### config.mk
export PLATFORM = sky130hd
export DESIGN_NAME = rc_channel_frame_encoder_unit
export DESIGN_NICKNAME = d
export VERILOG_FILES = /design/src/hw/rtl/rcfe_pkg.sv /design/src/hw/rtl/rcfe_ctrl.sv /design/src/hw/rtl/rcfe_datapath.sv /design/src/hw/rtl/rc_channel_frame_encoder_unit.sv
export SDC_FILE = /design/constraint.sdc
export NUM_CORES = 1
export LEC_CHECK = 0
export BUFFER_PORTS_ARGS = -buffer_cell sky130_fd_sc_hd__buf_2
export CAP_MARGIN = 10
export CORE_MARGIN = 1.5
export CORE_UTILIZATION = 32
export CTS_CLUSTER_DIAMETER = 100
export DETAILED_ROUTE_END_ITERATION = 8
export PLACE_DENSITY = 0.47
export SYNTH_ARGS = -nofsm -noshare
export SYNTH_HDL_FRONTEND = slang
export SYNTH_SLANG_ARGS = --single-unit
### constraint.sdc
create_clock -name clk -period 11.9 [get_ports clk]
set_clock_uncertainty 0.2 [all_clocks]
set_input_delay 0.595 -clock clk [delete_from_list [all_inputs] [get_ports clk]]
set_output_delay 0.595 -clock clk [all_outputs]
set_load 0.1 [all_outputs]
### src/hw/rtl/rcfe_pkg.sv
// ----------------------------------------------------------------------------
// rcfe_pkg
// Shared types, register codes and constants of the RC channel frame encoder.
// ----------------------------------------------------------------------------
`default_nettype none

package rcfe_pkg;

	// Field and register widths
	localparam int unsigned ValW    = 12;  // raw channel value and input bounds
	localparam int unsigned OutW    = 11;  // frame value and output bounds
	localparam int unsigned ByteW   = 8;
	localparam int unsigned CfgIdxW = 4;
	localparam int unsigned CfgDatW = 12;
	localparam int unsigned AccW    = 18;  // packing accumulator
	localparam int unsigned HeldW   = 5;   // bits held in the accumulator
	localparam int unsigned ChCntW  = 4;   // channel position in the frame

	// Quotient magnitude: |v - in_min| * |out_max - out_min| fits in this many bits
	localparam int unsigned ProdW    = ValW + OutW;
	localparam int unsigned DivSteps = ProdW;
	localparam int unsigned DivCntW  = 5;

	localparam logic [ChCntW-1:0] LastChannel = ChCntW'(15);

	// Register indexes
	localparam logic [CfgIdxW-1:0] RegInMin    = CfgIdxW'(0);
	localparam logic [CfgIdxW-1:0] RegInMax    = CfgIdxW'(1);
	localparam logic [CfgIdxW-1:0] RegOutMin   = CfgIdxW'(2);
	localparam logic [CfgIdxW-1:0] RegOutMax   = CfgIdxW'(3);
	localparam logic [CfgIdxW-1:0] RegHeader   = CfgIdxW'(4);
	localparam logic [CfgIdxW-1:0] RegFooter   = CfgIdxW'(5);
	localparam logic [CfgIdxW-1:0] RegLossMask = CfgIdxW'(6);
	localparam logic [CfgIdxW-1:0] RegFsMask   = CfgIdxW'(7);

	// Register reset values
	localparam logic [ValW-1:0]  RstInMin    = ValW'(1000);
	localparam logic [ValW-1:0]  RstInMax    = ValW'(2000);
	localparam logic [OutW-1:0]  RstOutMin   = OutW'(173);
	localparam logic [OutW-1:0]  RstOutMax   = OutW'(1811);
	localparam logic [ByteW-1:0] RstHeader   = 8'h0F;
	localparam logic [ByteW-1:0] RstFooter   = 8'h00;
	localparam logic [ByteW-1:0] RstLossMask = 8'h04;
	localparam logic [ByteW-1:0] RstFsMask   = 8'h08;

	// Sequencer states
	typedef enum logic [2:0] {
		ST_IDLE,
		ST_MUL,
		ST_DIV,
		ST_PACK,
		ST_HDR,
		ST_DATA,
		ST_FLAGS,
		ST_FOOT
	} state_t;

	// Commands from the sequencer to the datapath
	typedef struct packed {
		logic accept;      // latch the channel request
		logic mul;         // form product and divisor, start the divider
		logic div_step;    // one quotient bit
		logic pack;        // rescale and merge into the accumulator
		logic load_hdr;
		logic load_data;
		logic load_flags;
		logic load_foot;
		logic finish;      // advance channel position
	} cmd_t;

	// Status from the datapath to the sequencer
	typedef struct packed {
		logic div_done;
		logic first;       // channel 0 of the frame
		logic last;        // channel 15 of the frame
		logic data_avail;  // a full byte sits in the accumulator
		logic slot_free;   // output register can take a byte
	} sts_t;

endpackage

`default_nettype wire

### src/hw/rtl/rcfe_ctrl.sv
// ----------------------------------------------------------------------------
// rcfe_ctrl
// Sequencer: walks each channel through multiply, divide, pack and byte output.
// ----------------------------------------------------------------------------
`default_nettype none

module rcfe_ctrl (
	input  wire logic          clk,
	input  wire logic          arst_n,
	input  wire logic          chan_valid,
	output logic               chan_ready,
	input  wire rcfe_pkg::sts_t sts,
	output rcfe_pkg::cmd_t     cmd
);

	rcfe_pkg::state_t state_q;
	rcfe_pkg::state_t state_d;

	// State register
	always_ff @(posedge clk or negedge arst_n) begin
		if (!arst_n) begin
			state_q <= rcfe_pkg::ST_IDLE;
		end else begin
			state_q <= state_d;
		end
	end

	// Next state and commands
	always_comb begin
		state_d    = state_q;
		cmd        = '0;
		chan_ready = 1'b0;
		unique case (state_q)
			rcfe_pkg::ST_IDLE: begin
				chan_ready = 1'b1;
				if (chan_valid) begin
					cmd.accept = 1'b1;
					state_d    = rcfe_pkg::ST_MUL;
				end
			end
			rcfe_pkg::ST_MUL: begin
				cmd.mul = 1'b1;
				state_d = rcfe_pkg::ST_DIV;
			end
			rcfe_pkg::ST_DIV: begin
				cmd.div_step = 1'b1;
				if (sts.div_done) begin
					state_d = rcfe_pkg::ST_PACK;
				end
			end
			rcfe_pkg::ST_PACK: begin
				cmd.pack = 1'b1;
				state_d  = sts.first ? rcfe_pkg::ST_HDR : rcfe_pkg::ST_DATA;
			end
			rcfe_pkg::ST_HDR: begin
				if (sts.slot_free) begin
					cmd.load_hdr = 1'b1;
					state_d      = rcfe_pkg::ST_DATA;
				end
			end
			rcfe_pkg::ST_DATA: begin
				// drain full bytes, then close the channel or the frame
				if (sts.data_avail) begin
					cmd.load_data = sts.slot_free;
				end else if (sts.last) begin
					state_d = rcfe_pkg::ST_FLAGS;
				end else begin
					cmd.finish = 1'b1;
					state_d    = rcfe_pkg::ST_IDLE;
				end
			end
			rcfe_pkg::ST_FLAGS: begin
				if (sts.slot_free) begin
					cmd.load_flags = 1'b1;
					state_d        = rcfe_pkg::ST_FOOT;
				end
			end
			rcfe_pkg::ST_FOOT: begin
				if (sts.slot_free) begin
					cmd.load_foot = 1'b1;
					cmd.finish    = 1'b1;
					state_d       = rcfe_pkg::ST_IDLE;
				end
			end
			default: begin
				state_d = rcfe_pkg::ST_IDLE;
			end
		endcase
	end

endmodule

`default_nettype wire

### src/hw/rtl/rcfe_datapath.sv
// ----------------------------------------------------------------------------
// rcfe_datapath
// Configuration registers, rescale multiplier, bit-serial divider, bit packer
// and the output byte register.
// ----------------------------------------------------------------------------
`default_nettype none

module rcfe_datapath (
	input  wire logic                                clk,
	input  wire logic                                arst_n,
	// configuration
	input  wire logic                                cfg_wr,
	input  wire logic [rcfe_pkg::CfgIdxW-1:0]        cfg_index,
	input  wire logic [rcfe_pkg::CfgDatW-1:0]        cfg_data,
	// channel request payload
	input  wire logic [rcfe_pkg::ValW-1:0]           channel_value,
	input  wire logic                                signal_loss,
	input  wire logic                                failsafe,
	// frame byte channel
	output logic                                     frm_valid,
	input  wire logic                                frm_ready,
	output logic [rcfe_pkg::ByteW-1:0]               frame_byte,
	output logic                                     frame_end,
	// sequencer link
	input  wire rcfe_pkg::cmd_t                      cmd,
	output rcfe_pkg::sts_t                           sts
);

	localparam int unsigned ValW  = rcfe_pkg::ValW;
	localparam int unsigned OutW  = rcfe_pkg::OutW;
	localparam int unsigned ByteW = rcfe_pkg::ByteW;
	localparam int unsigned ProdW = rcfe_pkg::ProdW;
	localparam int unsigned AccW  = rcfe_pkg::AccW;
	localparam int unsigned HeldW = rcfe_pkg::HeldW;

	// Configuration registers
	logic [ValW-1:0]  in_min_q, in_max_q;
	logic [OutW-1:0]  out_min_q, out_max_q;
	logic [ByteW-1:0] header_q, footer_q, loss_mask_q, fs_mask_q;

	// Latched request
	logic [ValW-1:0] val_q;
	logic            loss_q, fs_q;

	// Divider
	logic [ProdW-1:0]                 quo_q;
	logic [ValW-1:0]                  rem_q;
	logic [ValW-1:0]                  den_q;
	logic                             neg_q;
	logic                             eq_q;
	logic [rcfe_pkg::DivCntW-1:0]     cnt_q;

	// Packer
	logic [AccW-1:0]                  acc_q;
	logic [HeldW-1:0]                 held_q;
	logic [rcfe_pkg::ChCntW-1:0]      ch_q;

	// Output register
	logic             out_valid_q;
	logic [ByteW-1:0] out_byte_q;
	logic             out_end_q;

	// Operand differences and magnitudes
	logic [ValW:0]    dv, dd;
	logic [OutW:0]    dout;
	logic [ValW-1:0]  dv_mag, dd_mag;
	logic [OutW-1:0]  dout_mag;
	logic [ProdW-1:0] prod;

	always_comb begin
		dv       = {1'b0, val_q} - {1'b0, in_min_q};
		dd       = {1'b0, in_max_q} - {1'b0, in_min_q};
		dout     = {1'b0, out_max_q} - {1'b0, out_min_q};
		dv_mag   = dv[ValW] ? ValW'(-dv) : dv[ValW-1:0];
		dd_mag   = dd[ValW] ? ValW'(-dd) : dd[ValW-1:0];
		dout_mag = dout[OutW] ? OutW'(-dout) : dout[OutW-1:0];
		prod     = ProdW'(dv_mag) * ProdW'(dout_mag);
	end

	// Restoring divide step
	logic [ValW+1:0] trial;
	logic            trial_ok;

	always_comb begin
		trial    = {1'b0, rem_q, quo_q[ProdW-1]} - {2'b00, den_q};
		trial_ok = !trial[ValW+1];
	end

	// Rescaled value and its merge into the accumulator
	logic [OutW-1:0] q_low, q_signed, rescaled;
	logic [AccW-1:0] acc_base, acc_merge;
	logic [HeldW-1:0] held_base;

	always_comb begin
		q_low     = quo_q[OutW-1:0];
		q_signed  = neg_q ? OutW'(-q_low) : q_low;
		rescaled  = eq_q ? out_min_q : OutW'(out_min_q + q_signed);
		acc_base  = sts.first ? '0 : acc_q;
		held_base = sts.first ? '0 : held_q;
		acc_merge = acc_base | (AccW'(rescaled) << held_base[2:0]);
	end

	logic [ByteW-1:0] flags;
	assign flags = (loss_q ? loss_mask_q : '0) | (fs_q ? fs_mask_q : '0);

	// Write configuration registers
	always_ff @(posedge clk or negedge arst_n) begin
		if (!arst_n) begin
			in_min_q    <= rcfe_pkg::RstInMin;
			in_max_q    <= rcfe_pkg::RstInMax;
			out_min_q   <= rcfe_pkg::RstOutMin;
			out_max_q   <= rcfe_pkg::RstOutMax;
			header_q    <= rcfe_pkg::RstHeader;
			footer_q    <= rcfe_pkg::RstFooter;
			loss_mask_q <= rcfe_pkg::RstLossMask;
			fs_mask_q   <= rcfe_pkg::RstFsMask;
		end else if (cfg_wr) begin
			unique case (cfg_index)
				rcfe_pkg::RegInMin:    in_min_q    <= cfg_data[ValW-1:0];
				rcfe_pkg::RegInMax:    in_max_q    <= cfg_data[ValW-1:0];
				rcfe_pkg::RegOutMin:   out_min_q   <= cfg_data[OutW-1:0];
				rcfe_pkg::RegOutMax:   out_max_q   <= cfg_data[OutW-1:0];
				rcfe_pkg::RegHeader:   header_q    <= cfg_data[ByteW-1:0];
				rcfe_pkg::RegFooter:   footer_q    <= cfg_data[ByteW-1:0];
				rcfe_pkg::RegLossMask: loss_mask_q <= cfg_data[ByteW-1:0];
				rcfe_pkg::RegFsMask:   fs_mask_q   <= cfg_data[ByteW-1:0];
				default: ;
			endcase
		end
	end

	// Latch request, set up and run the divider
	always_ff @(posedge clk) begin
		if (cmd.accept) begin
			val_q  <= channel_value;
			loss_q <= signal_loss;
			fs_q   <= failsafe;
		end
		if (cmd.mul) begin
			quo_q <= prod;
			rem_q <= '0;
			den_q <= dd_mag;
			neg_q <= dv[ValW] ^ dout[OutW] ^ dd[ValW];
			eq_q  <= (dd == '0);
			cnt_q <= '0;
		end else if (cmd.div_step) begin
			quo_q <= {quo_q[ProdW-2:0], trial_ok};
			rem_q <= trial_ok ? trial[ValW-1:0] : {rem_q[ValW-2:0], quo_q[ProdW-1]};
			cnt_q <= cnt_q + 1'b1;
		end
	end

	// Pack bits, drain bytes, advance channel position
	always_ff @(posedge clk or negedge arst_n) begin
		if (!arst_n) begin
			acc_q  <= '0;
			held_q <= '0;
			ch_q   <= '0;
		end else begin
			if (cmd.pack) begin
				acc_q  <= acc_merge;
				held_q <= held_base + HeldW'(OutW);
			end else if (cmd.load_data) begin
				acc_q  <= acc_q >> ByteW;
				held_q <= held_q - HeldW'(ByteW);
			end else if (cmd.finish && sts.last) begin
				acc_q  <= '0;
				held_q <= '0;
			end
			if (cmd.finish) begin
				ch_q <= ch_q + 1'b1;
			end
		end
	end

	// Output register: hold until taken, refill when free
	always_ff @(posedge clk or negedge arst_n) begin
		if (!arst_n) begin
			out_valid_q <= 1'b0;
		end else if (cmd.load_hdr || cmd.load_data || cmd.load_flags || cmd.load_foot) begin
			out_valid_q <= 1'b1;
		end else if (frm_ready) begin
			out_valid_q <= 1'b0;
		end
	end

	always_ff @(posedge clk) begin
		if (cmd.load_hdr) begin
			out_byte_q <= header_q;
			out_end_q  <= 1'b0;
		end else if (cmd.load_data) begin
			out_byte_q <= acc_q[ByteW-1:0];
			out_end_q  <= 1'b0;
		end else if (cmd.load_flags) begin
			out_byte_q <= flags;
			out_end_q  <= 1'b0;
		end else if (cmd.load_foot) begin
			out_byte_q <= footer_q;
			out_end_q  <= 1'b1;
		end
	end

	// Status to the sequencer
	always_comb begin
		sts.div_done   = (cnt_q == rcfe_pkg::DivCntW'(rcfe_pkg::DivSteps - 1));
		sts.first      = (ch_q == '0);
		sts.last       = (ch_q == rcfe_pkg::LastChannel);
		sts.data_avail = (held_q >= HeldW'(ByteW));
		sts.slot_free  = !out_valid_q || frm_ready;
	end

	assign frm_valid  = out_valid_q;
	assign frame_byte = out_byte_q;
	assign frame_end  = out_end_q;

endmodule

`default_nettype wire

### src/hw/rtl/rc_channel_frame_encoder_unit.sv
// ----------------------------------------------------------------------------
// rc_channel_frame_encoder_unit
// Encodes 16 rescaled 11-bit RC channels into a 25-byte serial frame.
// ----------------------------------------------------------------------------
// Usage:
//   Channel requests arrive on chan_valid/chan_ready, one per channel, in
//   order 0..15. Each value is rescaled with the configured bounds, packed
//   LSB first, and every completed byte leaves on frm_valid/frm_ready as
//   frame_byte. Channel 0 sends the header first; channel 15 sends the flags
//   byte (from signal_loss and failsafe of that request) and the footer,
//   which carries frame_end.
//   Configuration is written on cfg_valid/cfg_ready (always ready), by index;
//   the user must write it only while the unit is idle; the unit does not check.
// Sequence:
//   A channel passes through the multiply, the bit-serial divider (one quotient
//   bit per cycle), the pack step, the byte output (1 to 4 bytes, each waiting
//   for a free output register), the close of the channel and the idle state
//   that accepts the next request.
// Reset clears the channel position, the accumulator and the output register
//   and loads the default bounds, header 0x0F, footer 0x00, masks 0x04/0x08.
// A stalled receiver holds the current byte; the sequencer waits for the
//   output register to free before loading the next one. A new channel is
//   accepted while the last byte of the previous one still waits.
// ----------------------------------------------------------------------------
`default_nettype none

module rc_channel_frame_encoder_unit (
	input  wire logic                         clk,
	input  wire logic                         arst_n,
	// configuration
	input  wire logic                         cfg_valid,
	output logic                              cfg_ready,
	input  wire logic [rcfe_pkg::CfgIdxW-1:0] cfg_index,
	input  wire logic [rcfe_pkg::CfgDatW-1:0] cfg_data,
	// channel requests
	input  wire logic                         chan_valid,
	output logic                              chan_ready,
	input  wire logic [rcfe_pkg::ValW-1:0]    channel_value,
	input  wire logic                         signal_loss,
	input  wire logic                         failsafe,
	// frame bytes
	output logic                              frm_valid,
	input  wire logic                         frm_ready,
	output logic [rcfe_pkg::ByteW-1:0]        frame_byte,
	output logic                              frame_end
);

	rcfe_pkg::cmd_t cmd;
	rcfe_pkg::sts_t sts;

	assign cfg_ready = 1'b1;

	rcfe_ctrl u_ctrl (
		.clk        (clk),
		.arst_n     (arst_n),
		.chan_valid (chan_valid),
		.chan_ready (chan_ready),
		.sts        (sts),
		.cmd        (cmd)
	);

	rcfe_datapath u_dp (
		.clk           (clk),
		.arst_n        (arst_n),
		.cfg_wr        (cfg_valid && cfg_ready),
		.cfg_index     (cfg_index),
		.cfg_data      (cfg_data),
		.channel_value (channel_value),
		.signal_loss   (signal_loss),
		.failsafe      (failsafe),
		.frm_valid     (frm_valid),
		.frm_ready     (frm_ready),
		.frame_byte    (frame_byte),
		.frame_end     (frame_end),
		.cmd           (cmd),
		.sts           (sts)
	);

endmodule

`default_nettype wire

==> summary.txt <==
Run status
  – Status: complete, but fails checks
  – Failing checks: negative hold slack

STA
  – # setup viols final: 0
  – FMAX: 108 MHz
  – Worst relative slew slack: 25.1%
  – Final setup margin: 2670 ps
  – Final TNS setup: 0 ps
  – Hold Violations, Final: 7
  – Worst-Margin Slew: 1120 ps
  – Final worst-path cycle share: slightly below 80%
  – Max-slew violation count: 0
  – RSZ-0062 raised after global routing: false
  – Worst hold slack: -15.4 ps
  – Final worst path period need: 9230 ps

Setup path
  – Crit Path Class: register to register
  – CP arrival: 9240 ps
  – Worst setup EP type: register
  – Top Family by Delay on Critical Path: adder cells
  – Crit-path max FO: 12
  – Crit path launch type: register
  – Slowest-stage cell, CP: xnor2_1
  – Critical path required time: around 12,000 ps
  – CP max stage delay: 750 ps
  – Buf+Inv Stages, Crit Path: 5

CTS
  – Setup bufs post-CTS: 0
  – Clock root cell: clkbuf_16
  – Hold buffer count at CTS: 0
  – Clock transition at path regs: 80 ps
  – Htree depth: 4
  – TritonCTS Buffers: 17
  – CTS max path bufs: 2
  – Post-cts gate resize count: 0
  – Clock Latency Late Sink: a little under 500 ps
  – CTS tree: done
  – Clk sinks: around 190

Synthesis
  – Post-synth cell types: 77
  – FF+latch count, synth: roughly 190
  – XOR/XNOR Fraction of Synth Area: 5.98%
  – Adder-Cell Fraction of Synth Area: between 20% and 30%
  – Top FF cell, synth: dfrtp_1
  – Synth Warn #: 0
  – Number of flops mapped to enable cells by yosys: approximately 60
  – Mux contribution to synthesized area: 6.88%
  – Cells after Synth: ~1,700
  – Synth Area in Compound Gates: 13.4%
  – Cell area after synthesis: 15,800 um^2
  – Post-Syn Nets: 1,954
  – Sequential area share after synthesis: 31.0%
  – Main combinational cell family by area after synthesis: adder cells
  – Synth Area in Simple Gates: 14.3%
  – Syn avg cell area: 9.32 um^2
  – Async SR Flop Fraction: 58.6%

Layout
  – Fillers: 5,104
  – Fin cells: around 2,400
  – Fin area: around 17,000 um^2
  – Diode count: 0
  – Share of post-route cells with drive strength above 1: between 10% and 20%
  – Area Growth Syn to Fin: 9.96%
  – Nets@finish: 1,981

GRT
  – Global-route wire length before repair: between 60,000 and 70,000 um
  – Antenna violations before repair: 0
  – Total track usage: between 10% and 20%
  – Maximum number of pins on one net before global-route repair: 63
  – Vias in the first global route: 11,700
  – Total global routing overflow: 0

Floorplan
  – Die Span X: 225 um
  – Cell Rows: 81
  – Core Region: 48,800 um^2
  – Die area: 50,700 um^2
  – IO Count: 47
  – Initial core utilization: between 30% and 40%
  – Die Height: 225 um

Drt
  – Vias: 11,800
  – Total iterations of the first detailed-routing run: 5
  – Post-route DRC: 0
  – Vias per cell: 4.92
  – Antenna-violating nets left: 0
  – DR WL/cell: roughly 17 um
  – Starting DRT DRC Count: 652
  – Drt total wl: around 40,000 um

Place
  – Placed Area: around 17,000 um^2
  – Final HPWL DP: 32,100 um
  – Final estimated routing congestion in global placement: 0.857
  – Pre-CTS setup slack: approximately 2800 ps
  – IO buf count: 45
  – Placed Cells: 2,368

Min path
  – Worst hold path type: input port to asynchronous set/reset pin

Job
  – Max Cap Viol: 0
==> layer usage <==
metal	global-route usage [%]	vias up	wire, um
met5	0	-	0
met4	4.52	0	560
met3	2.39	34	1030
met2	25.8	155	18300
met1	24.3	5798	20700
li1	-	5827	-
==> final cells by class <==
type                       instances  area [um^2]  area share [%]
multi-input combinational       1246         9910            57.0
clock buffer                      17          425            2.45
clock inverter                    15          186            1.07
timing repair buffer              59          330            1.90
tap                              664          831            4.78
inverter                         214          803            4.62
sequential                       186         4900            28.2
==> sequential cells by signal (all words and copies together) (netlist names), 11 cells and up <==
register / flops
u_dp.in_max_q: 12
u_dp.in_min_q: 12
u_dp.acc_q: 18
u_dp.val_q: 12
u_dp.out_max_q: 11
u_dp.quo_q: 23
u_dp.rem_q: 12
u_dp.out_min_q: 11
u_dp.den_q: 12
==> stage by stage <==
stage / hold slack [ps] / util [%]
global route: 59.3 / 35.6
CTS: 5.84 / 35.6
detailed placement: 267 / 34.3
finish: -15.4 / 35.6
global placement: 262 / 34.3
floorplan: 99.4 / -
==> worst reg2reg max path, delay by kind of cell (launching register included) <==
family | cells | cell delay (ps)
flip-flops | 1 | 570
AO/OA/AOI/OAI | 11 | 3210
adder cells (fa/ha/maj) | 7 | 3270
buffers and inverters | 5 | 280
AND/OR/NAND/NOR | 3 | 520
XOR/XNOR | 2 | 920
==> path summary, 6_finish.rpt <==
check / startpoint / end / slack (ps) / cells after the start
max in group asynchronous: arst_n / u_dp.in_max_q[11]$_DFFE_PN0P_ / 10330 / 2
hold / removal: arst_n / u_dp.frm_valid$_DFFE_PN0P_ / -20 / 1
hold reg to reg: u_dp.frame_end$_SDFFE_PP0P_ / u_dp.frame_end$_SDFFE_PP0P_ / 280 / 2
setup / recovery: u_dp.out_min_q[2]$_DFFE_PN1P_ / u_dp.quo_q[21]$_DFFE_PP_ / 2670 / 28
setup reg to reg: u_dp.out_min_q[2]$_DFFE_PN1P_ / u_dp.quo_q[21]$_DFFE_PP_ / 2670 / 28
min in group clk: failsafe / u_dp.fs_q$_DFFE_PP_ / 80 / 1
==> cell usage after synthesis (17+ instances only) <==
| cell | count | area share [%] |
|---|---|---|
| clkbuf_1 | 33 | 0.78 |
| xor2_1 | 37 | 2.1 |
| fa_1 | 94 | 12 |
| xnor2_1 | 71 | 3.9 |
| dfstp_2 | 29 | 4.8 |
| dfrtp_1 | 80 | 13 |
| o21ai_0 | 102 | 3.2 |
| nand3_1 | 20 | 0.63 |
| nand2_1 | 163 | 3.9 |
| inv_1 | 213 | 5.1 |
| a21oi_1 | 68 | 2.2 |
| ha_1 | 128 | 10 |
| nor3_1 | 29 | 0.92 |
| nor2_1 | 148 | 3.5 |
| nor2b_1 | 19 | 0.75 |
| a22oi_1 | 17 | 0.81 |
| edfxtp_1 | 59 | 11 |
| nand2b_1 | 29 | 1.1 |
| a21o_1 | 22 | 1.0 |
| o21a_1 | 20 | 0.95 |
| a211oi_1 | 24 | 1.1 |
| dfxtp_1 | 18 | 2.3 |
| mux2_2 | 82 | 5.8 |
==> cell families after synthesis <==
family	Yosys count
simple gates	489
compound gates	333
buf+inv	265
fa+ha+maj	222
flops	186
xor+xnor	108
mux	93
other cells	1
==> cells in the final DEF (no fill, tap or decap), drive strengths merged, types with 13 or more instances in the layout <==
cell type / Yosys / layout
nand3: 20 / 20
mux2: 82 / 82
nor2: 149 / 149
buf: 18 / 59
a211oi: 24 / 24
o21a: 20 / 20
or2: 14 / 14
o21ai: 104 / 104
edfxtp: 59 / 59
a21o: 22 / 22
xor2: 37 / 37
inv: 214 / 224
a22oi: 17 / 17
clkbuf: 33 / 17
dfxtp: 18 / 18
nand2: 163 / 163
ha: 128 / 128
nand2b: 29 / 29
nor2b: 20 / 20
fa: 94 / 94
nor3: 29 / 29
xnor2: 71 / 71
a21oi: 68 / 68
dfrtp: 80 / 80
dfstp: 29 / 29
and3: 13 / 13
Power is not shown: default switching activity piles up to over one toggle a cycle in this logic, so the estimate is an artifact.
